### src/rtl/core/gtr_pkg.sv
package gtr_pkg;

  localparam int unsigned QDepth = 4;
  localparam int unsigned QPtrW = $clog2(QDepth);

  // Action codes of an input word.
  localparam logic ACT_CHAR = 1'b0;
  localparam logic ACT_END  = 1'b1;

  // Characters the front end recognises or the back end writes.
  localparam logic [7:0] CH_NUL    = 8'h00;
  localparam logic [7:0] CH_DOLLAR = 8'h24;
  localparam logic [7:0] CH_LPAR   = 8'h28;
  localparam logic [7:0] CH_RPAR   = 8'h29;
  localparam logic [7:0] CH_STAR   = 8'h2A;
  localparam logic [7:0] CH_PLUS   = 8'h2B;
  localparam logic [7:0] CH_DOT    = 8'h2E;
  localparam logic [7:0] CH_SLASH  = 8'h2F;
  localparam logic [7:0] CH_QMARK  = 8'h3F;
  localparam logic [7:0] CH_LBRK   = 8'h5B;
  localparam logic [7:0] CH_BSLASH = 8'h5C;
  localparam logic [7:0] CH_RBRK   = 8'h5D;
  localparam logic [7:0] CH_CARET  = 8'h5E;
  localparam logic [7:0] CH_PIPE   = 8'h7C;
  localparam logic [7:0] CH_TILDE  = 8'h7E;

  // Fixed strings, left-justified in a 13-character field.
  localparam int unsigned StrW = 104;
  localparam logic [StrW-1:0] S_DOTSTAR  = {".*", 88'h0};
  localparam logic [StrW-1:0] S_STAR_EL  = "([^./][^/]*)?";
  localparam logic [StrW-1:0] S_STAR     = {"[^/]*", 64'h0};
  localparam logic [StrW-1:0] S_QMARK_EL = {"[^./]", 64'h0};
  localparam logic [StrW-1:0] S_QMARK    = {"[^/]", 72'h0};

  typedef enum logic [2:0] {
    TK_NONE,
    TK_CHAR,
    TK_ESC,
    TK_STR,
    TK_CLOSE,
    TK_ERROR
  } tok_kind_e;

  typedef enum logic [2:0] {
    SID_DOTSTAR,
    SID_STAR_EL,
    SID_STAR,
    SID_QMARK_EL,
    SID_QMARK
  } str_id_e;

  // One decoded item: optional "^(" prefix, flushed dots, then one token.
  typedef struct packed {
    logic      prefix;
    logic [1:0] dots;
    tok_kind_e kind;
    str_id_e   sid;
    logic [7:0] ch;
    logic [4:0] len;
  } job_t;

  function automatic logic [4:0] tok_len(tok_kind_e kind, str_id_e sid);
    logic [4:0] n;
    n = 5'd0;
    unique case (kind)
      TK_CHAR, TK_ERROR: n = 5'd1;
      TK_ESC, TK_CLOSE:  n = 5'd2;
      TK_STR: begin
        unique case (sid)
          SID_DOTSTAR:  n = 5'd2;
          SID_STAR_EL:  n = 5'd13;
          SID_STAR:     n = 5'd5;
          SID_QMARK_EL: n = 5'd5;
          SID_QMARK:    n = 5'd4;
          default:      n = 5'd0;
        endcase
      end
      default: n = 5'd0;
    endcase
    return n;
  endfunction

  function automatic logic [7:0] str_char(str_id_e sid, logic [3:0] k);
    logic [StrW-1:0] s;
    logic [StrW-1:0] sh;
    s = S_DOTSTAR;
    unique case (sid)
      SID_DOTSTAR:  s = S_DOTSTAR;
      SID_STAR_EL:  s = S_STAR_EL;
      SID_STAR:     s = S_STAR;
      SID_QMARK_EL: s = S_QMARK_EL;
      SID_QMARK:    s = S_QMARK;
      default:      s = S_DOTSTAR;
    endcase
    sh = s << {k, 3'b000};
    return sh[StrW-1 -: 8];
  endfunction

endpackage

### src/rtl/core/glob_to_regex_translator.sv
// Streams glob pattern characters in and regular-expression text out, one
// character per result word, framed by "^(" and ")$"; an end word closes each
// pattern and a slash or end inside a bracket class gives one zero character
// with syntax_error set. The front end classifies a glob character in the
// cycle it is pushed and places a decoded word in a four-entry queue, so
// input is taken every cycle while that queue has room. The back end then
// writes the expansion one character per cycle through its output register
// while that register is empty or being popped. An item produces no
// character for a held dot past the start of a pattern, one or two for most
// characters and up to fifteen for a star at the start of a pattern. run_last
// marks the final result of each item.
module glob_to_regex_translator import gtr_pkg::*; (
  input  logic       clk_i,
  input  logic       rst_ni,
  input  logic       push,
  output logic       full,
  input  logic       action_i,
  input  logic [7:0] glob_char_i,
  output logic       empty,
  input  logic       pop,
  output logic [7:0] out_char_o,
  output logic       run_last_o,
  output logic       syntax_error_o
);

  logic accept;
  logic job_valid;
  job_t job_in;
  job_t job_out;
  logic q_full;
  logic q_empty;
  logic q_pop;
  logic out_empty;

  assign full   = q_full;
  assign accept = push && !q_full;

  gtr_front u_front (
    .clk_i       (clk_i),
    .rst_ni      (rst_ni),
    .accept_i    (accept),
    .action_i    (action_i),
    .glob_char_i (glob_char_i),
    .job_valid_o (job_valid),
    .job_o       (job_in)
  );

  gtr_queue u_queue (
    .clk_i   (clk_i),
    .rst_ni  (rst_ni),
    .push_i  (job_valid),
    .data_i  (job_in),
    .pop_i   (q_pop),
    .data_o  (job_out),
    .full_o  (q_full),
    .empty_o (q_empty)
  );

  gtr_back u_back (
    .clk_i          (clk_i),
    .rst_ni         (rst_ni),
    .job_i          (job_out),
    .job_empty_i    (q_empty),
    .job_pop_o      (q_pop),
    .pop_i          (pop && !out_empty),
    .empty_o        (out_empty),
    .out_char_o     (out_char_o),
    .run_last_o     (run_last_o),
    .syntax_error_o (syntax_error_o)
  );

  assign empty = out_empty;

endmodule

### src/rtl/core/gtr_front.sv
module gtr_front import gtr_pkg::*; (
  input  logic       clk_i,
  input  logic       rst_ni,
  input  logic       accept_i,
  input  logic       action_i,
  input  logic [7:0] glob_char_i,
  output logic       job_valid_o,
  output job_t       job_o
);

  localparam logic [2:0] PH_START       = 3'd0;
  localparam logic [2:0] PH_NORMAL      = 3'd1;
  localparam logic [2:0] PH_CLASS_FIRST = 3'd2;
  localparam logic [2:0] PH_CLASS       = 3'd3;
  localparam logic [2:0] PH_ERROR       = 3'd4;

  logic [2:0] phase_q, phase_d;
  logic       es_q, es_d;
  logic [1:0] pd_q, pd_d;

  logic       in_run;
  logic       es_e;
  logic       es_f;
  logic [1:0] pd_e;
  logic [7:0] c;
  tok_kind_e  kind;
  str_id_e    sid;
  logic [7:0] tch;
  logic [1:0] dots;
  logic       prefix;
  logic       is_meta;

  assign c = glob_char_i;
  assign is_meta = (c == CH_LPAR) || (c == CH_RPAR) || (c == CH_PIPE) || (c == CH_CARET) ||
                   (c == CH_DOLLAR) || (c == CH_RBRK) || (c == CH_PLUS) || (c == CH_BSLASH);

  // A bracket class character: closes, errors, is escaped, or passes through.
  function automatic void class_char(input logic [7:0] cc, output tok_kind_e k,
                                     output logic [7:0] t, output logic [2:0] ph,
                                     output logic clr_es);
    k = TK_CHAR;
    t = cc;
    ph = PH_CLASS;
    clr_es = 1'b0;
    if (cc == CH_RBRK) begin
      ph = PH_NORMAL;
      clr_es = 1'b1;
    end else if (cc == CH_SLASH) begin
      k = TK_ERROR;
      ph = PH_ERROR;
    end else if (cc == CH_CARET || cc == CH_BSLASH) begin
      k = TK_ESC;
    end
  endfunction

  always_comb begin
    logic [2:0] cph;
    logic       clr;
    phase_d = phase_q;
    es_d    = es_q;
    pd_d    = pd_q;
    kind    = TK_NONE;
    sid     = SID_DOTSTAR;
    tch     = c;
    dots    = 2'd0;
    prefix  = 1'b0;
    cph     = PH_CLASS;
    clr     = 1'b0;
    in_run  = (phase_q == PH_NORMAL) || (phase_q == PH_CLASS_FIRST) ||
              (phase_q == PH_CLASS);
    es_e    = in_run ? es_q : 1'b1;
    pd_e    = in_run ? pd_q : 2'd0;
    // Flushing held dots ends the path element.
    es_f    = (pd_e != 2'd0) ? 1'b0 : es_e;

    if (phase_q == PH_ERROR) begin
      if (action_i == ACT_END) begin
        kind    = TK_ERROR;
        phase_d = PH_START;
        es_d    = 1'b1;
        pd_d    = 2'd0;
      end
    end else begin
      prefix = !in_run;
      if (!in_run) begin
        phase_d = PH_NORMAL;
        es_d    = 1'b1;
        pd_d    = 2'd0;
      end
      if (action_i == ACT_END) begin
        if (!in_run || phase_q == PH_NORMAL) begin
          dots = pd_e;
          kind = TK_CLOSE;
        end else begin
          kind = TK_ERROR;
        end
        phase_d = PH_START;
        es_d    = 1'b1;
        pd_d    = 2'd0;
      end else if (!in_run || phase_q == PH_NORMAL) begin
        if (c == CH_DOT) begin
          if (pd_e == 2'd2) begin
            kind = TK_STR;
            sid  = SID_DOTSTAR;
            pd_d = 2'd0;
            es_d = 1'b0;
          end else begin
            pd_d = pd_e + 2'd1;
          end
        end else begin
          dots = pd_e;
          pd_d = 2'd0;
          es_d = 1'b0;
          if (c == CH_STAR) begin
            kind = TK_STR;
            sid  = es_f ? SID_STAR_EL : SID_STAR;
          end else if (c == CH_QMARK) begin
            kind = TK_STR;
            sid  = es_f ? SID_QMARK_EL : SID_QMARK;
          end else if (c == CH_LBRK) begin
            kind    = TK_CHAR;
            phase_d = PH_CLASS_FIRST;
            es_d    = es_f;
          end else if (c == CH_SLASH) begin
            kind = TK_CHAR;
            es_d = 1'b1;
          end else if (is_meta) begin
            kind = TK_ESC;
          end else begin
            kind = TK_CHAR;
          end
        end
      end else if (phase_q == PH_CLASS_FIRST && c == CH_TILDE) begin
        kind    = TK_CHAR;
        tch     = CH_CARET;
        phase_d = PH_CLASS;
      end else begin
        class_char(c, kind, tch, cph, clr);
        phase_d = cph;
        if (clr) begin
          es_d = 1'b0;
        end
      end
    end
  end

  assign job_o.prefix = prefix;
  assign job_o.dots   = dots;
  assign job_o.kind   = kind;
  assign job_o.sid    = sid;
  assign job_o.ch     = tch;
  assign job_o.len    = {3'b000, prefix, 1'b0} + {2'b00, dots, 1'b0} + tok_len(kind, sid);
  // A held dot at the start of a pattern still owes the "^(" prefix.
  assign job_valid_o  = accept_i && ((kind != TK_NONE) || prefix);

  always_ff @(posedge clk_i or negedge rst_ni) begin
    if (!rst_ni) begin
      phase_q <= PH_START;
      es_q    <= 1'b1;
      pd_q    <= 2'd0;
    end else if (accept_i) begin
      phase_q <= phase_d;
      es_q    <= es_d;
      pd_q    <= pd_d;
    end
  end

endmodule

### src/rtl/core/gtr_queue.sv
module gtr_queue import gtr_pkg::*; (
  input  logic clk_i,
  input  logic rst_ni,
  input  logic push_i,
  input  job_t data_i,
  input  logic pop_i,
  output job_t data_o,
  output logic full_o,
  output logic empty_o
);

  job_t              mem_q [QDepth];
  logic [QPtrW-1:0]  wr_q;
  logic [QPtrW-1:0]  rd_q;
  logic [QPtrW:0]    cnt_q;
  logic              do_push;
  logic              do_pop;

  assign full_o  = (cnt_q == (QPtrW + 1)'(QDepth));
  assign empty_o = (cnt_q == '0);
  assign do_push = push_i && !full_o;
  assign do_pop  = pop_i && !empty_o;
  assign data_o  = mem_q[rd_q];

  always_ff @(posedge clk_i) begin
    if (do_push) begin
      mem_q[wr_q] <= data_i;
    end
  end

  always_ff @(posedge clk_i or negedge rst_ni) begin
    if (!rst_ni) begin
      wr_q  <= '0;
      rd_q  <= '0;
      cnt_q <= '0;
    end else begin
      if (do_push) begin
        wr_q <= wr_q + 1'b1;
      end
      if (do_pop) begin
        rd_q <= rd_q + 1'b1;
      end
      if (do_push && !do_pop) begin
        cnt_q <= cnt_q + 1'b1;
      end else if (do_pop && !do_push) begin
        cnt_q <= cnt_q - 1'b1;
      end
    end
  end

endmodule

### src/rtl/core/gtr_back.sv
module gtr_back import gtr_pkg::*; (
  input  logic       clk_i,
  input  logic       rst_ni,
  input  job_t       job_i,
  input  logic       job_empty_i,
  output logic       job_pop_o,
  input  logic       pop_i,
  output logic       empty_o,
  output logic [7:0] out_char_o,
  output logic       run_last_o,
  output logic       syntax_error_o
);

  job_t       cur_q;
  logic       busy_q;
  logic [4:0] idx_q;
  logic       ov_q;
  logic [7:0] och_q;
  logic       olast_q;
  logic       oerr_q;

  logic       adv;
  logic       last;
  logic       load;
  logic [4:0] plen;
  logic [4:0] dlen;
  logic [4:0] j;
  logic [4:0] k;
  logic [7:0] ch;
  logic       err;

  assign adv  = busy_q && (!ov_q || pop_i);
  assign last = (idx_q == cur_q.len - 5'd1);
  assign load = (!busy_q || (adv && last)) && !job_empty_i;
  assign job_pop_o = load;

  assign plen = {3'b000, cur_q.prefix, 1'b0};
  assign dlen = {2'b00, cur_q.dots, 1'b0};
  assign j    = idx_q - plen;
  assign k    = j - dlen;

  // Character at the current position: prefix, then "\." pairs, then the token.
  always_comb begin
    ch  = CH_NUL;
    err = 1'b0;
    if (idx_q < plen) begin
      ch = idx_q[0] ? CH_LPAR : CH_CARET;
    end else if (j < dlen) begin
      ch = j[0] ? CH_DOT : CH_BSLASH;
    end else begin
      unique case (cur_q.kind)
        TK_CHAR:  ch = cur_q.ch;
        TK_ESC:   ch = (k == 5'd0) ? CH_BSLASH : cur_q.ch;
        TK_STR:   ch = str_char(cur_q.sid, k[3:0]);
        TK_CLOSE: ch = (k == 5'd0) ? CH_RPAR : CH_DOLLAR;
        TK_ERROR: err = 1'b1;
        default:  ch = CH_NUL;
      endcase
    end
  end

  always_ff @(posedge clk_i) begin
    if (adv) begin
      och_q   <= ch;
      olast_q <= last;
      oerr_q  <= err;
    end
    if (load) begin
      cur_q <= job_i;
    end
  end

  always_ff @(posedge clk_i or negedge rst_ni) begin
    if (!rst_ni) begin
      busy_q <= 1'b0;
      idx_q  <= '0;
      ov_q   <= 1'b0;
    end else begin
      if (adv) begin
        ov_q <= 1'b1;
      end else if (pop_i) begin
        ov_q <= 1'b0;
      end
      if (load) begin
        busy_q <= 1'b1;
        idx_q  <= '0;
      end else if (adv) begin
        idx_q <= idx_q + 5'd1;
        if (last) begin
          busy_q <= 1'b0;
        end
      end
    end
  end

  assign empty_o        = !ov_q;
  assign out_char_o     = och_q;
  assign run_last_o     = olast_q;
  assign syntax_error_o = oerr_q;

`ifndef NO_ASSERTIONS
  a_idx_in_range: assert property (@(posedge clk_i) disable iff (!rst_ni)
    busy_q |-> (idx_q < cur_q.len))
    else $error("character index beyond current word length");

  a_err_is_last: assert property (@(posedge clk_i) disable iff (!rst_ni)
    (ov_q && oerr_q) |-> (olast_q && och_q == CH_NUL))
    else $error("error result must be a lone zero character");

  a_idle_after_last: assert property (@(posedge clk_i) disable iff (!rst_ni)
    (adv && last && job_empty_i) |=> !busy_q)
    else $error("back end still busy after finishing with no queued word");

  a_load_when_free: assert property (@(posedge clk_i) disable iff (!rst_ni)
    (!busy_q && !job_empty_i) |=> busy_q)
    else $error("queued word not picked up by idle back end");
`endif

endmodule
### config.mk
export PLATFORM = sky130hd
export DESIGN_NAME = glob_to_regex_translator
export DESIGN_NICKNAME = d
export VERILOG_FILES = /design/src/rtl/core/gtr_pkg.sv /design/src/rtl/core/glob_to_regex_translator.sv /design/src/rtl/core/gtr_front.sv /design/src/rtl/core/gtr_queue.sv /design/src/rtl/core/gtr_back.sv
export SDC_FILE = /design/constraint.sdc
export NUM_CORES = 1
export LEC_CHECK = 0
export BUFFER_PORTS_ARGS = -buffer_cell sky130_fd_sc_hd__buf_2
export CAP_MARGIN = 30
export CORE_AREA = 2 2 129 131
export CTS_CLUSTER_DIAMETER = 100
export CTS_CLUSTER_SIZE = 25
export DETAILED_ROUTE_END_ITERATION = 12
export DIE_AREA = 0 0 131 133
export PLACE_DENSITY = 0.69
export SYNTH_ARGS = -nofsm -noshare
export SYNTH_HDL_FRONTEND = slang
export SYNTH_SLANG_ARGS = --single-unit
### constraint.sdc
create_clock -name clk_i -period 9.7 [get_ports clk_i]
set_input_delay 1.455 -clock clk_i [delete_from_list [all_inputs] [get_ports clk_i]]
set_output_delay 1.455 -clock clk_i [all_outputs]
set_load 0.02 [all_outputs]
[Word-level counts from Yosys, hierarchy flattened]
Memories as Yosys holds them, arrays and structs flattened. A register that Yosys moved wholly into a read port is not among the register bits.
Cells that the tools add are included.
Storage, ports and cells
  logic and storage cells: 211
  memories: 1
  bits in registers: 30
  bits in writable memories: 88
Memory list
  u_queue.mem_q: words 4, bits a word 22, rd ports 1, clocked after Yosys merged registers in 1, wr ports 1, line gtr_queue.sv:12  | job_t mem_q [QDepth];
Operators by class
  multiplexer cells: 97
  order comparisons: 2
  reductions and logical operators: 47
  add/subtract/negate cells: 11
  shift operators: 1
  equal/unequal tests: 40
Operator list (number)
  103-bit case mux with 4 select lines: 1
  104-bit two-way mux: 3
  104-bit by 7-bit << shifter with 104-bit output: 1
  3-bit two-way mux: 33
  8-bit by 6-bit == test with 1-bit output (second input constant): 8
  8-bit two-way mux: 7
  8-bit by 7-bit == test with 1-bit output (second input constant): 6
  2-bit two-way mux: 16
  8-bit case mux with 4 select lines: 1
  3-bit by 2-bit == test with 1-bit output (second input constant): 10
  1-bit two-way mux: 29
  3-bit == test (second input constant): 8
  4-bit case mux with 4 select lines: 1
  3-bit by 1-bit == test with 1-bit output (second input constant): 5
  5-bit case mux with 3 select lines: 1
  1-bit logical OR: 14
  7-bit two-way mux: 2
  1-bit logical AND: 11
  5-bit two-way mux: 2
  2-bit nonzero test: 5
  2-bit OR reduction: 4
  1-bit zero test: 7
  2-bit by 1-bit adder with 2-bit output (second input constant): 3
  3-bit zero test: 2
  17 further kinds: 18

[Logic depth before layout (Yosys ltp)]
  depth after elaboration: 25
  depth in mapped cells: 14
  depth with buffers taken out: 14

[By module]
A second synthesis with hierarchy kept.
Second synthesis, totals
  cells, all modules: 522
  area total of the unflattened synthesis: 7016.7 µm²
By module, submodules not included
  gtr_queue: cells an instance 151, seq. area each 2817.7 µm², area an instance 3628.5 µm², instances 1
  gtr_back: cells an instance 240, seq. area each 1136.1 µm², area an instance 2421.1 µm², instances 1
  gtr_front: cells an instance 129, seq. area each 151.4 µm², area an instance 939.7 µm², instances 1
  glob_to_regex_translator: cells an instance 2, seq. area each 0.0 µm², area an instance 27.5 µm², instances 1

[Worst setup path before layout]
OpenSTA, ideal clock, no wires.
  path type: input to register
  from: input port glob_char_i[7]
  to: memory u_queue.mem_q[0][3] (netlist name) (data pin)
  path buffers: 1
  slack: 5503 ps
  stages: 9
  data arrival time: 3928 ps
  required time: 9431 ps
  setup time: 269 ps
  path through: buf_6 > or4b_4 > or4_1 > and2_1 > nor3_1 > o21ai_0 > ha_1 > fa_1 > xor2_1
RTL lines
  from (decl): line glob_to_regex_translator.sv:18  | input logic [7:0] glob_char_i,
  to (decl): line gtr_queue.sv:12

==> impl_metrics.ini <==
[cells_and_area]
register_area_um2 = 4110
syn2layout_area_growth_pct = 14.1
antenna_cells = 0
drive_gt1_share_pct = 17.3
layout_commonest_cell = edfxtp_1
layout.nets = 596
multi_input_area_um2 = 2730
nFillCells = 1344
layout_common_cells = edfxtp_1, nor2_1, nand2_1, inv_1, buf_2

[placed_design]
post-dp-hpwl_um = 9560
place_ws_ns = 5.18
io_buffers = 24
gp_congestion = 0.912

[sta]
setup_slack_ns = 5.64
period_share_pct = 41.8
finalMaxSlewViolations = 0
rsz0062_at_grt = no
tns_ns = 0
finalHoldViolCount = 0
tightest_slew_ns = 0.827
setup_viol = 0
max_freq_mhz = 247
finClkSkew_ns = 0.00856
maxSlewHeadroom_pct = 44.9
finalCriticalPeriod_ns = 4.06

[setup_path]
path_cells = buf_2 -> or4b_4 -> or4_1 -> and2_1 -> nor3_1 -> o21ai_0 -> ha_1 -> fa_1 -> xor2_1
path_delay_family = simple AND/OR/NAND/NOR gates
r2r_setup_slack_ns = 6.08
startpoint_type = input pin
r2r_cells = 11
crit_type = input pin to register
r2r-start = u_back.idx_q[1]
slowest_stage = or4b_4
end_kind = register
worst_ep_arrival_time_ns = 4.21
reg2reg_to = u_back.out_char_o[0]
critical-path-max-stage-delay_ns = 0.57
worstPathMaxFanout = 12
worstPathRequired_ns = 9.85
crit_buf_inv = 1

[cts]
ctsLongestPathBuffers = 2
htree_levels = 4
post_cts.repair.setup_buffers = 0
insertion_delay_ns = 0.42
cts_sinks = 140
cts_tree = built
cts_buffers = 17
cts_resized = 0
root_buffer = clkbuf_16
ctsHoldBuffers = 0
path_clk_slew_ns = 0.06

[min_path]
min_from = u_back.busy_q
hold_depth = 2
hp-class = register to register
whs_endpoint = u_back.ov_q

[flow_run]
drv_cap = 0

[synth]
synth_cell_types = 72
synth_top_cell_area_share_pct = 50.7
synth_top_flop_cell = edfxtp_1
yosys-top-cells-area = edfxtp_1, mux4_2, dfrtp_1
synth_fp_nets = 584
synthCells = 552
avgSynthCellArea_um2 = 12.9
ys.warnings.count = 0
async_flop_share_pct = 14.3
yosysTopAreaCell = edfxtp_1
synth_edf_count = 120
ys_ff_latch = 140
syn_area_um2 = 7100
ys_seq_area_share_pct = 57.8

[global_routing]
grt_usage_pct = 17.4
grt_max_degree = 30
grt_overflow = 0
antenna_found_initial = 0
grt_pass1_wl_um = 23200
grt_pass1_vias = 4547

[route]
viasPerCell = 5.70
dr.pass1.iters = 5
wl_um = 13800
detail-route-antenna-nets = 0
avgRoutedWirePerCell_um = 17.4
drc = 0
vias = 4539
drt_iter0_markers = 441

[power]
max-vdd-ir-drop_uv = 138
p_per_area_nw_per_um2 = 288
p_leak_nw = 2.93

[floorplan]
core_area_um2 = 16200
dieArea_um2 = 17400
num_rows = 47
die_y_um = 133
start_util_pct = 43.9
io_pins = 25
die_x_um = 131

[run_status]
status = finished clean
-- registers in the layout (all words and copies together) (netlist names) --
register and cells:
u_queue.mem_q 88, u_queue.cnt_q 3, u_queue.rd_q 2, u_back.out_char_o 8, u_front.es_q 1, u_back.syntax_error_o 1
u_back.ov_q 1, u_back.run_last_o 1, u_back.busy_q 1, u_front.pd_q 2, u_back.cur_q 22, u_back.idx_q 5
u_front.phase_q 3, u_queue.wr_q 2
-- cell type report --
cell class                      count  share of cell area, %
Clock inverter                     13                   2.44
Clock buffer                       19                   5.34
Tap cell                          220                   3.40
Inverter                           29                   1.34
Sequential cell                   140                   50.6
Multi-Input combinational cell    344                   33.7
Timing Repair Buffer               32                   3.12
-- metal layers --
layer / track usage [%] / vias up / share of wire [%]
li1: - / 2128 / -
met1: 21.9 / 2229 / 41
met2: 27.7 / 146 / 51
met3: 5.54 / 36 / 5.2
met4: 7.39 / 0 / 2.7
met5: 0 / - / 0
-- worst max-delay path by stage --
stage / cells past startpoint / end / startpoint / slack, ns
CTS: 9 / u_queue.mem_q[1][3] / glob_char_i[7] / 5.63
detailed placement: 9 / u_queue.mem_q[1][3] / glob_char_i[7] / 5.18
global route: 9 / u_queue.mem_q[1][3] / glob_char_i[7] / 5.41
finish: 9 / u_queue.mem_q[1][3] / glob_char_i[7] / 5.64
floorplan: 9 / u_queue.mem_q[0][3] / glob_char_i[7] / 5.50
global placement: 9 / u_queue.mem_q[0][3] / glob_char_i[7] / 5.28
-- report_power, final --
| part | internal, mW | leakage (nW) | switching, mW |
|---|---|---|---|
| clock network | 0.452 | 0.296 | 0.234 |
| logic | 0.322 | 1.29 | 0.432 |
| registers | 0.812 | 1.35 | 0.0826 |
-- metrics by stage --
stage                     cell area, um2  cells  util [%]  power (mW)  hold WS [ns]
final                               8110    797      50.1        2.34         0.453
after CTS                           8110    797      50.1        2.35         0.457
after detailed placement            7480    765      46.2        1.66         0.449
after global routing                8110    797      50.1        2.46         0.478
after floorplan                     7100    552         -        1.45         0.430
after global placement              7360    759      45.5        1.61         0.444
-- worst reg2reg max path: cells and delay by family, from the launching register on --
kind | cells | cell delay, ns
fa+ha+maj | 3 | 1.50
simple gates | 2 | 0.55
compound gates | 3 | 0.51
flops | 1 | 0.42
buf+inv | 3 | 0.40
-- Yosys cell counts, drive strengths merged (4+ instances only) --
cell	instances
nand3b	4
o22ai	4
edfxtp	120
dfrtp	19
a211oi	12
nor2	32
nor4	7
buf	7
o21ai	23
and3	5
inv	29
nand3	11
o211ai	4
nor3	10
nor2b	8
xnor2	12
a21o	5
nand2	29
nand4	6
clkbuf	32
nand2b	15
mux4	22
a21oi	19
and2	11
or3	5
ha	16
nor3b	6
a31oi	8
xor2	11
-- kinds of logic after synthesis --
logic type | Yosys count | synth area share (%)
fa+ha+maj | 19 | 3.66
compound gates | 112 | 11.4
mux | 25 | 7.49
buf+inv | 68 | 3.73
flops | 140 | 57.8
xor+xnor | 24 | 3.15
simple gates | 164 | 12.8
Power figures use the tool's default switching activity.
